==> config.mk <==
export PLATFORM = sky130hd
export DESIGN_NAME = tsc_mul
export DESIGN_NICKNAME = d
export VERILOG_FILES = /design/src/sv/tsc_pkg.sv /design/src/sv/tsc_mul.sv
export SDC_FILE = /design/constraint.sdc
export NUM_CORES = 2
export LEC_CHECK = 0
export ABC_CLOCK_PERIOD_IN_PS = 8700
export BUFFER_PORTS_ARGS = -buffer_cell sky130_fd_sc_hd__buf_2
export CAP_MARGIN = 20
export CELL_PAD_IN_SITES_DETAIL_PLACEMENT = 2
export CELL_PAD_IN_SITES_GLOBAL_PLACEMENT = 2
export CORE_MARGIN = 5
export CORE_UTILIZATION = 35
export DETAILED_ROUTE_END_ITERATION = 10
export GPL_TIMING_DRIVEN = 0
export PLACE_DENSITY = 0.74
export SLEW_MARGIN = 20
export SYNTH_ARGS = -nofsm -noshare
export SYNTH_HDL_FRONTEND = slang
export SYNTH_SLANG_ARGS = --single-unit
==> constraint.sdc <==
create_clock -name clk -period 8.7 [get_ports clk]
set_input_delay 0.435 -clock clk [delete_from_list [all_inputs] [get_ports clk]]
set_output_delay 0.435 -clock clk [all_outputs]
set_load 0.01 [all_outputs]
==> src/sv/tsc_pkg.sv <==
package tsc_pkg;

  localparam int ALU_W = 65;

  localparam logic [63:0] PERIOD_LIMIT = 64'h0000_0000_8000_0000;
  localparam logic [31:0] MUL_IDENTITY = 32'h8000_0000;

  typedef logic signed [9:0] shift_t;

  typedef struct packed {
    logic [ALU_W-1:0] diff;
    logic             borrow;
  } alu_res_t;

endpackage

==> src/sv/tsc_mul.sv <==
module tsc_mul import tsc_pkg::*; (
  input  logic        clk,
  input  logic [31:0] op_a,
  input  logic [31:0] op_b,
  output logic [63:0] prod
);

  logic [63:0] prod_r;

  always_ff @(posedge clk) begin
    prod_r <= 64'(op_a) * 64'(op_b);
  end

  assign prod = prod_r;

endmodule
---- Yosys cells after proc, flatten, opt, wreduce, memory -nomap -nowiden ----
Cells that the tools add are included.
cells by class
  shift-type cells ........................ 0
  order comparisons ....................... 0
  multipliers ............................. 1
  mux-type cells .......................... 0
  reduce and logical (&&, ||, !) cells .... 0
  equality and inequality tests ........... 0
  divide/modulo/power cells ............... 0
  bitwise logic cells ..................... 0
  $add $sub $neg .......................... 0
operators by type and width
  operator        count
  $mul 32x32->64  1
storage, ports and cells
  input bits .............................. 65
  bits in read-only memories .............. 0
  output and inout bits ................... 64
  word-level logic and storage cells ...... 2
  bits in latches ......................... 0
  memories kept ........................... 0
  bits in writable memories ............... 0
  register bits after elaboration ......... 64

---- Longest topological paths before layout ----
  word-level depth ........................ 1
  mapped depth ............................ 29
  gate-level depth less buffers ........... 27

---- Worst setup path after synthesis ----
OpenSTA, ideal clock, no wires.
  kind .................................... input to register
  start ................................... in op_a[25]
  end ..................................... reg prod_r[62], in the netlist prod[62]
  required time ........................... 8,628 ps
  data arrival time ....................... 7,116 ps
  slack ................................... 1,512 ps
  cell stages on the path ................. 25
  library setup time ...................... 72 ps
  path buffers ............................ 2
  cell sequence ........................... clkbuf_1 -> nand2_1 -> fa_1 -> inv_1 -> fa_1 -> inv_1 -> fa_1 -> inv_1 -> fa_1 -> fa_1 -> fa_1 -> fa_1 -> inv_1 -> fa_1 -> inv_1 -> ha_1 -> buf_2 -> nand4_1 -> or4_1 -> or3_1 -> a31oi_1 -> a31o_2 -> a211oi_1 -> o21ai_1 -> xor2_1
on the way
  cells in the longest elaborated chain, start to end .. 1
ends and longest elaborated chain
  element               line           source
  start, declared       tsc_mul.sv:3   input logic [31:0] op_a,
  $mul 32x32->64        tsc_mul.sv:11  prod_r <= 64'(op_a) * 64'(op_b);
  end signal, assigned  tsc_mul.sv:11
  end, declared         tsc_mul.sv:8   logic [63:0] prod_r;
No other way between the ends.

---- Final worst setup path ----
  start ................................... in op_a[7]
  end ..................................... reg prod_r[62], in the netlist prod[62]
Same word-level chain as after synthesis.

==> key figures <==
Outcome
  – Status: completed

Drt
  – Via density: 5.31
  – Initial DRT Pass Iterations: 5
  – Drt first-iter violations: 1,514
  – # DRC: 0
  – Drt total wl: 151 mm
  – Antenna viol nets, final: 0
  – Drt wl/cell: 29.1 um
  – Vias: 27,500

Worst setup path
  – Startpoint Class: input port
  – Worst setup path category: input port to flop
  – Crit path capture type: flop
  – Critical path arrival: 8.84 ns
  – Worst Path Required: roughly 9.0 ns
  – Crit Path Max Fanout: 10

Layout
  – Fillers: 11,000
  – Final Core Density: 38.0%
  – Max reg flops: 64
  – Layout Nets: 5,110
  – Layout cell share with drive strength beyond 1: between 6 and 7%
  – Multi-input gate area: 29,300 um2
  – Layout area overhead: 7.80%
  – Reg area: 1280 um2
  – Final instance area: between 30,000 and 40,000 um2

Yosys
  – Post-synth EDFFs: 0
  – Syn nets: 4,972
  – Yosys reg bits: 64
  – Yosys warns: 0
  – Post-Synthesis Cells: 3,748
  – Ys async rst share: 0%
  – Synth cell types: 57
  – Sequential area share after synthesis: 3.69%
  – Syn Area/Cell: 9.25 um2
  – Mapped Area: 34,700 um2
  – Synth Flop Type: dfxtp_1

Die
  – Row count: around 120
  – Core Area: 98,400 um2
  – Starting density of the core: 35.2%
  – Die height: 325 um
  – Total Die Area: 105,000 um2
  – Die X: 325 um
  – Num ports: 129

Placed design
  – Cell Area, Placed: 36,900 um2
  – Port Buffers: 128
  – Post-DP HPWL: 131 mm
  – Final GP Congestion: 0.960

GRT
  – Vias in the first global route: 32,300
  – First-pass GRT wire length: 219 mm
  – All-Layer GR Usage: around 29%
  – Remaining Overflow, GRT: 0
  – Number of antenna violations at the first check in global routing: 18
  – Largest net degree at the start of global routing: 13

Clocking
  – Clock transition at path regs: 0.06 ns
  – Clk root buf: clkbuf_16
  – CTS buffer count: 9
  – Clock buffer depth: 2
  – TritonCTS clock tree: yes
  – Post-CTS Hold Fix Bufs: 0
  – Clock sink count: 64
  – Htree depth: 3

Timing
  – Setup Viol. Count Final: 0
  – TNS Setup: 0 ns
  – Worst-Margin Slew: 1.15 ns
  – Max Clk Rate: 0.117 GHz
  – Slew margin rel.: a little under a quarter
  – Final hold slack: between 0.4 and 0.5 ns
  – Final slew viol count: 0
  – Post-layout minimum cycle time: roughly 8.6 ns
  – Final worst path period share: 98.4%
  – Final Hold Vio Count: 0

Job
  – Max Cap Violations: 0

Worst hold path
  – Hold Crit Class: input port to flop
==> cell type report <==
| cell class | instances | share of cell area [%] |
|---|---|---|
| Inverter | 865 | 8.69 |
| Timing Repair Buffer | 128 | 1.71 |
| Buffer | 219 | 2.57 |
| Multi-Input combinational cell | 2599 | 78.4 |
| Clock buffer | 10 | 0.613 |
| Antenna cell | 12 | 0.0803 |
| Sequential cell | 64 | 3.43 |
| Tap cell | 1287 | 4.31 |
| Clock inverter | 6 | 0.187 |
==> worst paths after layout <==
check	from	end	slack, ns	cells past startpoint
setup / recovery	op_a[7]	prod[62]	0.14	24
hold / removal	op_b[0]	prod[0]	0.43	2
==> metrics by stage <==
step	setup slack (ns)	std cells
after global placement	-0.437	5163
after detailed placement	-0.475	5163
final	0.137	5190
after floorplan	1.51	3748
after global routing	-0.0137	5178
after CTS	0.0102	5179
==> cells in the mapped netlist, types with 6 or more instances <==
| cell type | count | area, um2 |
|---|---|---|
| fa_1 | 896 | 17900 |
| inv_1 | 865 | 3250 |
| and2_1 | 602 | 3770 |
| nand2_1 | 480 | 1800 |
| ha_1 | 263 | 3290 |
| clkbuf_1 | 213 | 800 |
| dfxtp_1 | 64 | 1280 |
| a21oi_1 | 63 | 315 |
| a21o_1 | 40 | 300 |
| xnor2_1 | 35 | 307 |
| xor2_1 | 25 | 219 |
| nand4_1 | 23 | 144 |
| o21ai_0 | 21 | 105 |
| nor2_1 | 20 | 75.1 |
| and3_1 | 14 | 87.6 |
| a31oi_1 | 12 | 75.1 |
| nand3_1 | 10 | 50.1 |
| o21bai_1 | 10 | 75.1 |
| o21a_1 | 9 | 67.6 |
| nor3_1 | 7 | 35.0 |
| buf_2 | 6 | 30.0 |
==> cell usage in the layout (no fill, tap or decap), drive strengths merged, types with 3 or more instances in the layout <==
master,synthesis,final
nor2,20,20
clkbuf,213,217
and2,602,602
nand2,480,480
o21a,9,9
or4,3,3
and3,14,14
o21bai,11,11
buf,7,136
dfxtp,64,64
ha,263,263
a21oi,66,66
fa,896,896
o221ai,3,3
a221oi,4,4
a211oi,3,3
a221o,4,4
a21boi,3,3
clkinvlp,0,3
o31ai,5,5
o21ai,26,26
a31oi,12,12
and4,3,3
or3,3,3
a21o,40,40
diode,0,12
nand4,23,23
clkdlybuf4s15,0,4
nand3,10,10
xor2,25,25
xnor2,35,35
inv,865,865
or2,3,3
nor3,7,7
==> layer usage <==
layer | vias to the layer above | share of wire (%) | global-route usage, %
li1 | 11100 | - | -
met4 | 2 | 8.4 | 18.7
met2 | 1030 | 49 | 49.1
met3 | 400 | 5.5 | 3.66
met1 | 15000 | 37 | 33.9
met5 | - | 0.0086 | 0
==> worst max-delay path, cell delays in order <==
cell and delay, ns:
buf_2 0.16, clkdlybuf4s15_1 0.75, nand2_1 0.18, fa_1 0.57
inv_1 0.05, fa_1 0.61, fa_1 0.46, fa_1 0.56
fa_1 0.61, fa_1 0.45, fa_1 0.54, inv_1 0.07
fa_1 0.47, inv_1 0.04, ha_1 0.25, buf_2 0.18
nand4_1 0.27, or4_1 0.50, or3_1 0.44, a31oi_1 0.42
a31o_2 0.28, a211oi_1 0.12, o21ai_1 0.18, xor2_1 0.21
==> logic make-up (layout without fill, tap and decap cells) <==
group	Yosys count	in the layout	synth area share [%]
compound gates	202	202	4.15
xor+xnor	60	60	1.52
fa+ha+maj	1159	1159	61.2
buf+inv	1085	1228	11.8
flops	64	64	3.69
mux	1	1	0.0289
other cells	0	12	0
simple gates	1177	1177	17.6
==> repair_timing <==
action,in CTS,in global routing
cloned,0,0
resized for setup,11,193
buffers inserted,0,0
pin swaps,0,0
setup endpoints to repair,2,8
Power is left out: the tool's default activity adds up to more than one toggle a clock period on the data nets, which glitch-free logic cannot reach.
