--- config.mk ---
export PLATFORM = sky130hd
export DESIGN_NAME = tsc_alu
export DESIGN_NICKNAME = d
export VERILOG_FILES = /design/src/sv/tsc_pkg.sv /design/src/sv/tsc_alu.sv
export SDC_FILE = /design/constraint.sdc
export NUM_CORES = 1
export LEC_CHECK = 0
export ABC_AREA = 1
export BUFFER_PORTS_ARGS = -buffer_cell sky130_fd_sc_hd__buf_2
export CAP_MARGIN = 5
export CELL_PAD_IN_SITES_DETAIL_PLACEMENT = 0
export CELL_PAD_IN_SITES_GLOBAL_PLACEMENT = 1
export CORE_ASPECT_RATIO = 0.9
export CORE_MARGIN = 1.5
export CORE_UTILIZATION = 30
export DETAILED_ROUTE_END_ITERATION = 6
export PLACE_DENSITY = 0.78
export SLEW_MARGIN = 40
export SYNTH_ARGS = -nofsm -noshare
export SYNTH_HDL_FRONTEND = slang
export SYNTH_SLANG_ARGS = --single-unit
--- constraint.sdc ---
create_clock -name vclk -period 2.1
set_clock_uncertainty 0.15 [all_clocks]
set_input_delay 0.315 -clock vclk [all_inputs]
set_output_delay 0.315 -clock vclk [all_outputs]
set_load 0.01 [all_outputs]
--- src/sv/tsc_pkg.sv ---
package tsc_pkg;

  localparam int ALU_W = 65;

  localparam logic [63:0] PERIOD_LIMIT = 64'h0000_0000_8000_0000;
  localparam logic [31:0] MUL_IDENTITY = 32'h8000_0000;

  typedef logic signed [9:0] shift_t;

  typedef struct packed {
    logic [ALU_W-1:0] diff;
    logic             borrow;
  } alu_res_t;

endpackage

--- src/sv/tsc_alu.sv ---
module tsc_alu import tsc_pkg::*; (
  input  logic [ALU_W-1:0] op_a,
  input  logic [ALU_W-1:0] op_b,
  output alu_res_t         res
);

  logic [ALU_W:0] wide;

  // borrow set when op_a < op_b
  assign wide       = {1'b0, op_a} - {1'b0, op_b};
  assign res.diff   = wide[ALU_W-1:0];
  assign res.borrow = wide[ALU_W];

endmodule

### After elaboration in Yosys (flattened, before gate mapping)

Cells that the tools add are included.

| cells by class | value |
|---|---|
| $add $sub $neg | 1 |

Operators with widths:

| cell | number |
|---|---|
| 65-bit by 65-bit subtractor with 66-bit output | 1 |

| word-level totals | value |
|---|---|
| logic and storage cells | 1 |
| register bits | 0 |
| input port bits | 130 |
| output and inout bits | 66 |

### Logic depth before layout (Yosys ltp)

Gate-level depths: netlist (run 1).

| logic depth | value |
|---|---|
| depth in word-level cells | 1 |
| depth in mapped cells | 16 |
| mapped depth without buffers | 16 |

### Least setup slack after synthesis (run 1)

OpenSTA, ideal clock, no wires.

| timing | value |
|---|---|
| path kind | input to output |
| start point | input port op_a[0] |
| end point | output port res[53] in the netlist's numbering |
| data required time | 1.635 ns |
| buffers on the path | 0 |
| arrival time | 1.795 ns |
| cell stages on the path | 13 |
| path slack | -0.160 ns |
| cells stage by stage | inv_1 > ha_1 > inv_1 > fa_1 > inv_1 > nor2_1 > or2_2 > nand2_1 > nand3_2 > nand2_1 > nand3_1 > nand2_1 > nand2_1 |

RTL lines:

| element | line | RTL |
|---|---|---|
| start, declared | tsc_alu.sv:2 | `input logic [ALU_W-1:0] op_a,` |
| end, declared | tsc_alu.sv:4 | `output alu_res_t res` |

==> results of run 1 <==
kinds of logic after synthesis:
family / after synthesis
compound gates: 50
simple gates: 854
fa+ha+maj: 66
xor+xnor: 31
buf+inv: 406
through the flow:
step	utilization (%)	std cells	cell area, µm²	setup slack, ns
global route	55.64	2049	11560	-0.5205
finish	55.64	2049	11560	-0.4079
global placement	41.92	2016	8706	-0.5189
floorplan	-	1407	6414	-0.02419
CTS	51.36	2038	10670	-0.3598
detailed placement	41.92	2016	8706	-0.5186
final timing paths:
kind	start	depth (start not counted)	to
worst min-delay path	op_b[0]	4	res[1]
worst max-delay path	op_a[0]	18	res[49]
area by class of cell:
cell class                 instances  area share, %
multi-input combinational       1001          62.25
timing repair buffer             356          21.23
inverter                         406          13.43
tap                              286          3.097
layer usage:
metal / part of all wire, % / vias to the layer above / GRT usage (%)
met2: 45 / 192 / 41.87
met1: 50 / 4089 / 38.63
met5: 0 / - / 0
li1: - / 4765 / -
met3: 4.1 / 25 / 1.045
met4: 1.4 / 0 / 2.707
layout by cell type, fill, tap and decap left out, types with 30 or more instances in the layout:
cell type and count:
buf_2 169, buf_4 138, buf_6 45, ha_4 60, inv_1 352, inv_2 47
nand2_1 421, nand2_2 160, nand2_4 56, nor2_1 55, nor2_2 30, nor2_4 38
what timing repair did:
action | 4_1_cts | 5_1_grt
gates resized for setup | 411 | 218
hold buffers | 0 | 0
pin swaps | 89 | 124
setup endpoints to repair | 63 | 62
buffers inserted | 22 | 18
power groups by stage:
stage	Sequential, mW	Clock (mW)	Combinational [mW]
floorplan	0	0	1.44
global placement	0	0	2.63
detailed placement	0	0	2.63
CTS	0	0	3.29
global route	0	0	3.94
finish	0	0	3.63
==> reports/metrics.yaml, run 1 <==
finish:
  seq_cells: 0
  seqCellArea_um2: 0
  antennaDiodeCount: 0
  fin_nets: 1961
  clkbuf_count: 0
  syn_to_final_growth_pct: 81.67
  multi_input_area_mm2: 0.007193
  fillCellCount: 2186
  drive_gt1_share_pct: 47.42
floorplanning:
  core-area_mm2: 0.02077
  rows: 50
  initial_core_util_pct: 30.63
  die_w_um: 156.5
  io_pins: 196
  design.die.area_mm2: 0.02209
  die_h_um: 141.1
power:
  power_density_mw_per_mm2: 314.5
  total_power_mw: 3.635
  ir_worst_vdd_mv: 0.1394
  p_switching_mw: 2.043
  p_sw_share_pct: 56.21
  p_leak_nw: 6.854
  internal-power_mw: 1.592
  pwr-share-seq_pct: 0
  pwr-share-comb_pct: 100.0
  p_clk_share_pct: 0
detailed_routing:
  routed_wirelength_um: 29320
  drt_iter0_drc: 465
  firstDrtPassIters: 5
  num_vias: 9071
  drc_errors: 0
  avgViaCountPerCell: 4.427
  wire_per_inst_um: 14.31
  ant_nets: 0
hold_path:
  hp-class: "in2out"
sta:
  rsz0062_at_grt: "yes"
  fin_crit_ns: 2.508
  slew-limit-headroom_pct: 77.85
  whs_ns: 0.8478
  maxSlewViolCount: 0
  setup_ws_ns: -0.4079
  period_share_pct: 119.4
  max_freq_ghz: 0.3987
  timing.final.hold_violations: 0
  tns_ns: -17.32
  setup-violations-final: 61
  worst_pin_slew_ns: 0.3295
job:
  drv_cap: 0
worst_setup_path:
  crit_family: "simple AND/OR/NAND/NOR gates"
  timing.critical_path.buf_inv: 4
  cp-start-kind: "input port"
  crit_top_cell: "nand2_2"
  critPathMaxStageDelay_ns: 0.43
  path_cells: "buf_8 > inv_12 > ha_4 > inv_4 > fa_2 > nand2_1 > nand2_1 > nand3_2 > nand2_4 > nand2_2 > nand2_2 > nand2_2 > nand2_4 > nand2_4 > nand2_2 > nand2_2 > nand2_2 > buf_6"
  path_class: "in2out"
  cp_slowest_cell: "fa_2"
  required_ns: 1.63
  arrival_ns: 2.04
  end_kind: "output pin"
  worst-path-max-fanout: 4
synthesis:
  synth-compound-area-share_pct: 4.013
  avgSynthCellArea_um2: 4.521
  synth_top_cell_by_area: "nand2_1"
  synthAdderAreaFrac_pct: 13.10
  synthMuxAreaShare_pct: 0
  syn_inst: 1407
  ys_top_cells_by_count: "625 x nand2_1, 404 x inv_1, 107 x nor2_1, 65 x ha_1, 51 x nand3_1"
  synth_seq_area_share_pct: 0
  synth_top_area_share_pct: 36.88
  synth_cell_types: 23
  synth.net_count: 1603
  synth_most_common_cell: "nand2_1"
  synth_xor_area_share_pct: 4.268
  syn_area_mm2: 0.006361
  synth_top_family_by_area: "simple AND/OR/NAND/NOR gates"
  synthSimpleGateAreaFrac_pct: 54.66
  yosys_warnings: 0
  synth_area_leaders: "nand2_1 37%, inv_1 24%, ha_1 13%"
grt:
  grt_pass1_wl_um: 44350
  antenna_found_initial: 0
  grt_max_degree: 7
  gr-total-overflow: 0
  grt_util_all_layers_pct: 25.79
  first_global_vias: 8595
place:
  numPortBuffers: 196
  place.gp.congestion: 0.9863
  hpwlAfterDp_um: 25000
status:
  violations: "negative setup slack"
  status: "complete, but fails checks"
No activity file was read; power rests on OpenSTA's default activity.
==> inputs of run 2 (changes only) <==
Settings changed: ABC_AREA 1 to unset, CORE_UTILIZATION 30 to 29, GPL_ROUTABILITY_DRIVEN set to 0.
==> run 2 against run 1 <==
Effect of this change: the flow finishes with violations (design-rule violations, negative setup slack); flip-flop and latch count unchanged; first-iteration DRC count down 42%; sequential share of layout area unchanged; area after synthesis down 38%; final cell count down 42%; maximum frequency down 24%; largest power group unchanged; die area down 35%; cell area down 31%; worst hold slack better by 0.0028 ns; wire length down 44%; non-clock buffer count up 86; setup slack worse by 0.79 ns.
==> reports/metrics.yaml, run 2 <==
hold_path:
  hp-class: "in2out"
  whs_path_depth: 4
finish:
  seqCellArea_um2: 0
  fin_nets: 1222
  clkbuf_count: 0
  mostFrequentLayoutCells: "219 x buf_4, 190 x buf_2, 73 x inv_1, 56 x a21oi_1, 52 x ha_1"
  seq_cells: 0
  multi_input_area_mm2: 0.004453
  syn_to_final_growth_pct: 101.4
  fin_util_pct: 59.84
  fillCellCount: 1224
  drive_gt1_share_pct: 58.69
  final_common_cell: "buf_4"
sta:
  max_freq_ghz: 0.3028
  setup-violations-final: 61
  fin_crit_ns: 3.303
  timing.final.hold_violations: 0
  period_share_pct: 157.3
  slew-limit-headroom_pct: 69.41
  setup_ws_ns: -1.203
  rsz0062_at_grt: "yes"
  worst_pin_slew_ns: 0.4549
  maxSlewViolCount: 0
  tns_ns: -56.03
synthesis:
  synth_seq_area_share_pct: 0
  synth_top_cell_by_area: "ha_1"
  syn_area_mm2: 0.003956
  synth_most_common_cell: "a21oi_1"
  yosys_warnings: 0
  synth_cell_types: 65
  synth_area_leaders: "ha_1 21%, a21oi_1 10%, xnor2_1 9.3%"
  synth.net_count: 793
  syn_inst: 597
  synth_top_area_share_pct: 20.56
  ys_top_cells_by_count: "81 x a21oi_1, 80 x inv_1, 65 x ha_1, 50 x nand2_1, 42 x xnor2_1"
  avgSynthCellArea_um2: 6.627
worst_setup_path:
  arrival_ns: 2.84
  crit_top_cell: "a31oi_4"
  startpoint: "op_a[0]"
  critPathMaxStageDelay_ns: 0.38
  path_cells: "buf_8 > inv_12 > ha_4 > inv_2 > fa_2 > a211oi_4 > o211ai_2 > a31oi_4 > a21oi_2 > nor2_2 > o21ai_2 > a31oi_4 > o21ai_4 > a221oi_2 > xnor2_1 > buf_2"
  end_kind: "output pin"
  cp-start-kind: "input port"
  required_ns: 1.63
  worst-path-max-fanout: 3
  path_class: "in2out"
  critPathCapture: "res[51]"
  cp_slowest_cell: "fa_2"
floorplanning:
  core-area_mm2: 0.01331
  initial_core_util_pct: 29.72
  die_h_um: 113.8
  die_w_um: 126.1
  rows: 40
  io_pins: 196
  design.die.area_mm2: 0.01435
place:
  numPortBuffers: 196
  hpwlAfterDp_um: 13220
  dpl_worst_slack_ns: -1.319
detailed_routing:
  avgViaCountPerCell: 4.832
  drc_errors: 9
  wire_per_inst_um: 13.76
  firstDrtPassIters: 6
  drt_iter0_drc: 268
  routed_wirelength_um: 16430
  num_vias: 5769
  ant_nets: 0
grt:
  grt_util_all_layers_pct: 20.68
  antenna_found_initial: 2
  grt_max_degree: 8
  first_global_vias: 5499
  gr-total-overflow: 0
  grt_pass1_wl_um: 25190
clock_tree:
  ctsHoldBuffers: 0
job:
  drv_cap: 0
power:
  total_power_mw: 2.935
  p_leak_nw: 4.189
  power_density_mw_per_mm2: 368.4
  ir_worst_vdd_mv: 0.2092
status:
  violations: "design-rule violations, negative setup slack"
  status: "complete, but fails checks"
## run 2: layout make-up
type / instances / area share [%]
tap: 168 / 2.639
timing repair buffer: 442 / 37.29
antenna: 2 / 0.06282
inverter: 80 / 4.115
multi-input combinational: 502 / 55.90
## run 2: worst max-delay path: cells and delay by family
kind | cells | cell delay (ns)
buffers and inverters | 4 | 0.35
and+or+nand+nor | 1 | 0.15
xor gates and xnor gates | 1 | 0.15
adders and majority gates | 2 | 0.52
AOI/OAI and AO/OA | 8 | 1.34
## run 2: where the power goes
part           switching (mW)  internal, mW
logic                    1.41          1.52
registers                   0             0
clock network               0   0.000000127
total                    1.41          1.52
## run 2: worst min path at each step
stage | start | endpoint | slack (ns)
CTS | op_b[0] | res[1] | 0.85
global route | op_b[0] | res[1] | 0.86
detailed placement | op_b[0] | res[1] | 0.85
finish | op_b[0] | res[1] | 0.85
global placement | op_b[0] | res[1] | 0.84
floorplan | op_b[0] | res[1] | 0.63
## run 2: routing by layer
layer / part of all wire [%] / vias up / global-route usage, %
met4: 1.9 / 0 / 3.218
li1: - / 2971 / -
met3: 4.1 / 18 / 1.642
met1: 45 / 2649 / 27.43
met2: 49 / 131 / 37.40
met5: 0 / - / 0
## run 2: cells by family (layout without fill, tap and decap cells)
family | Yosys count | after routing | share of synthesized area [%]
AOI/OAI and AO/OA | 223 | 223 | 37.45
xor gates and xnor gates | 60 | 60 | 13.28
adders and majority gates | 66 | 66 | 21.06
buffers and inverters | 95 | 522 | 9.393
other | 0 | 2 | 0
and+or+nand+nor | 153 | 153 | 18.82
## run 2: stage by stage
stage	hold WS [ns]	area, µm²	cells
after floorplan	0.6251	4233	597
after global placement	0.8419	6940	1158
after detailed placement	0.8498	6940	1158
after CTS	0.8514	7445	1181
after global routing	0.8606	7966	1194
final	0.8505	7966	1194
## run 2: repair_timing
action / CTS / global route
setup buffers: 27 / 25
pin swaps: 44 / 82
resized for setup: 68 / 100
setup endpoints to repair: 62 / 63
cloned: 0 / 0
endpoints found under the hold margin: 0 / 0
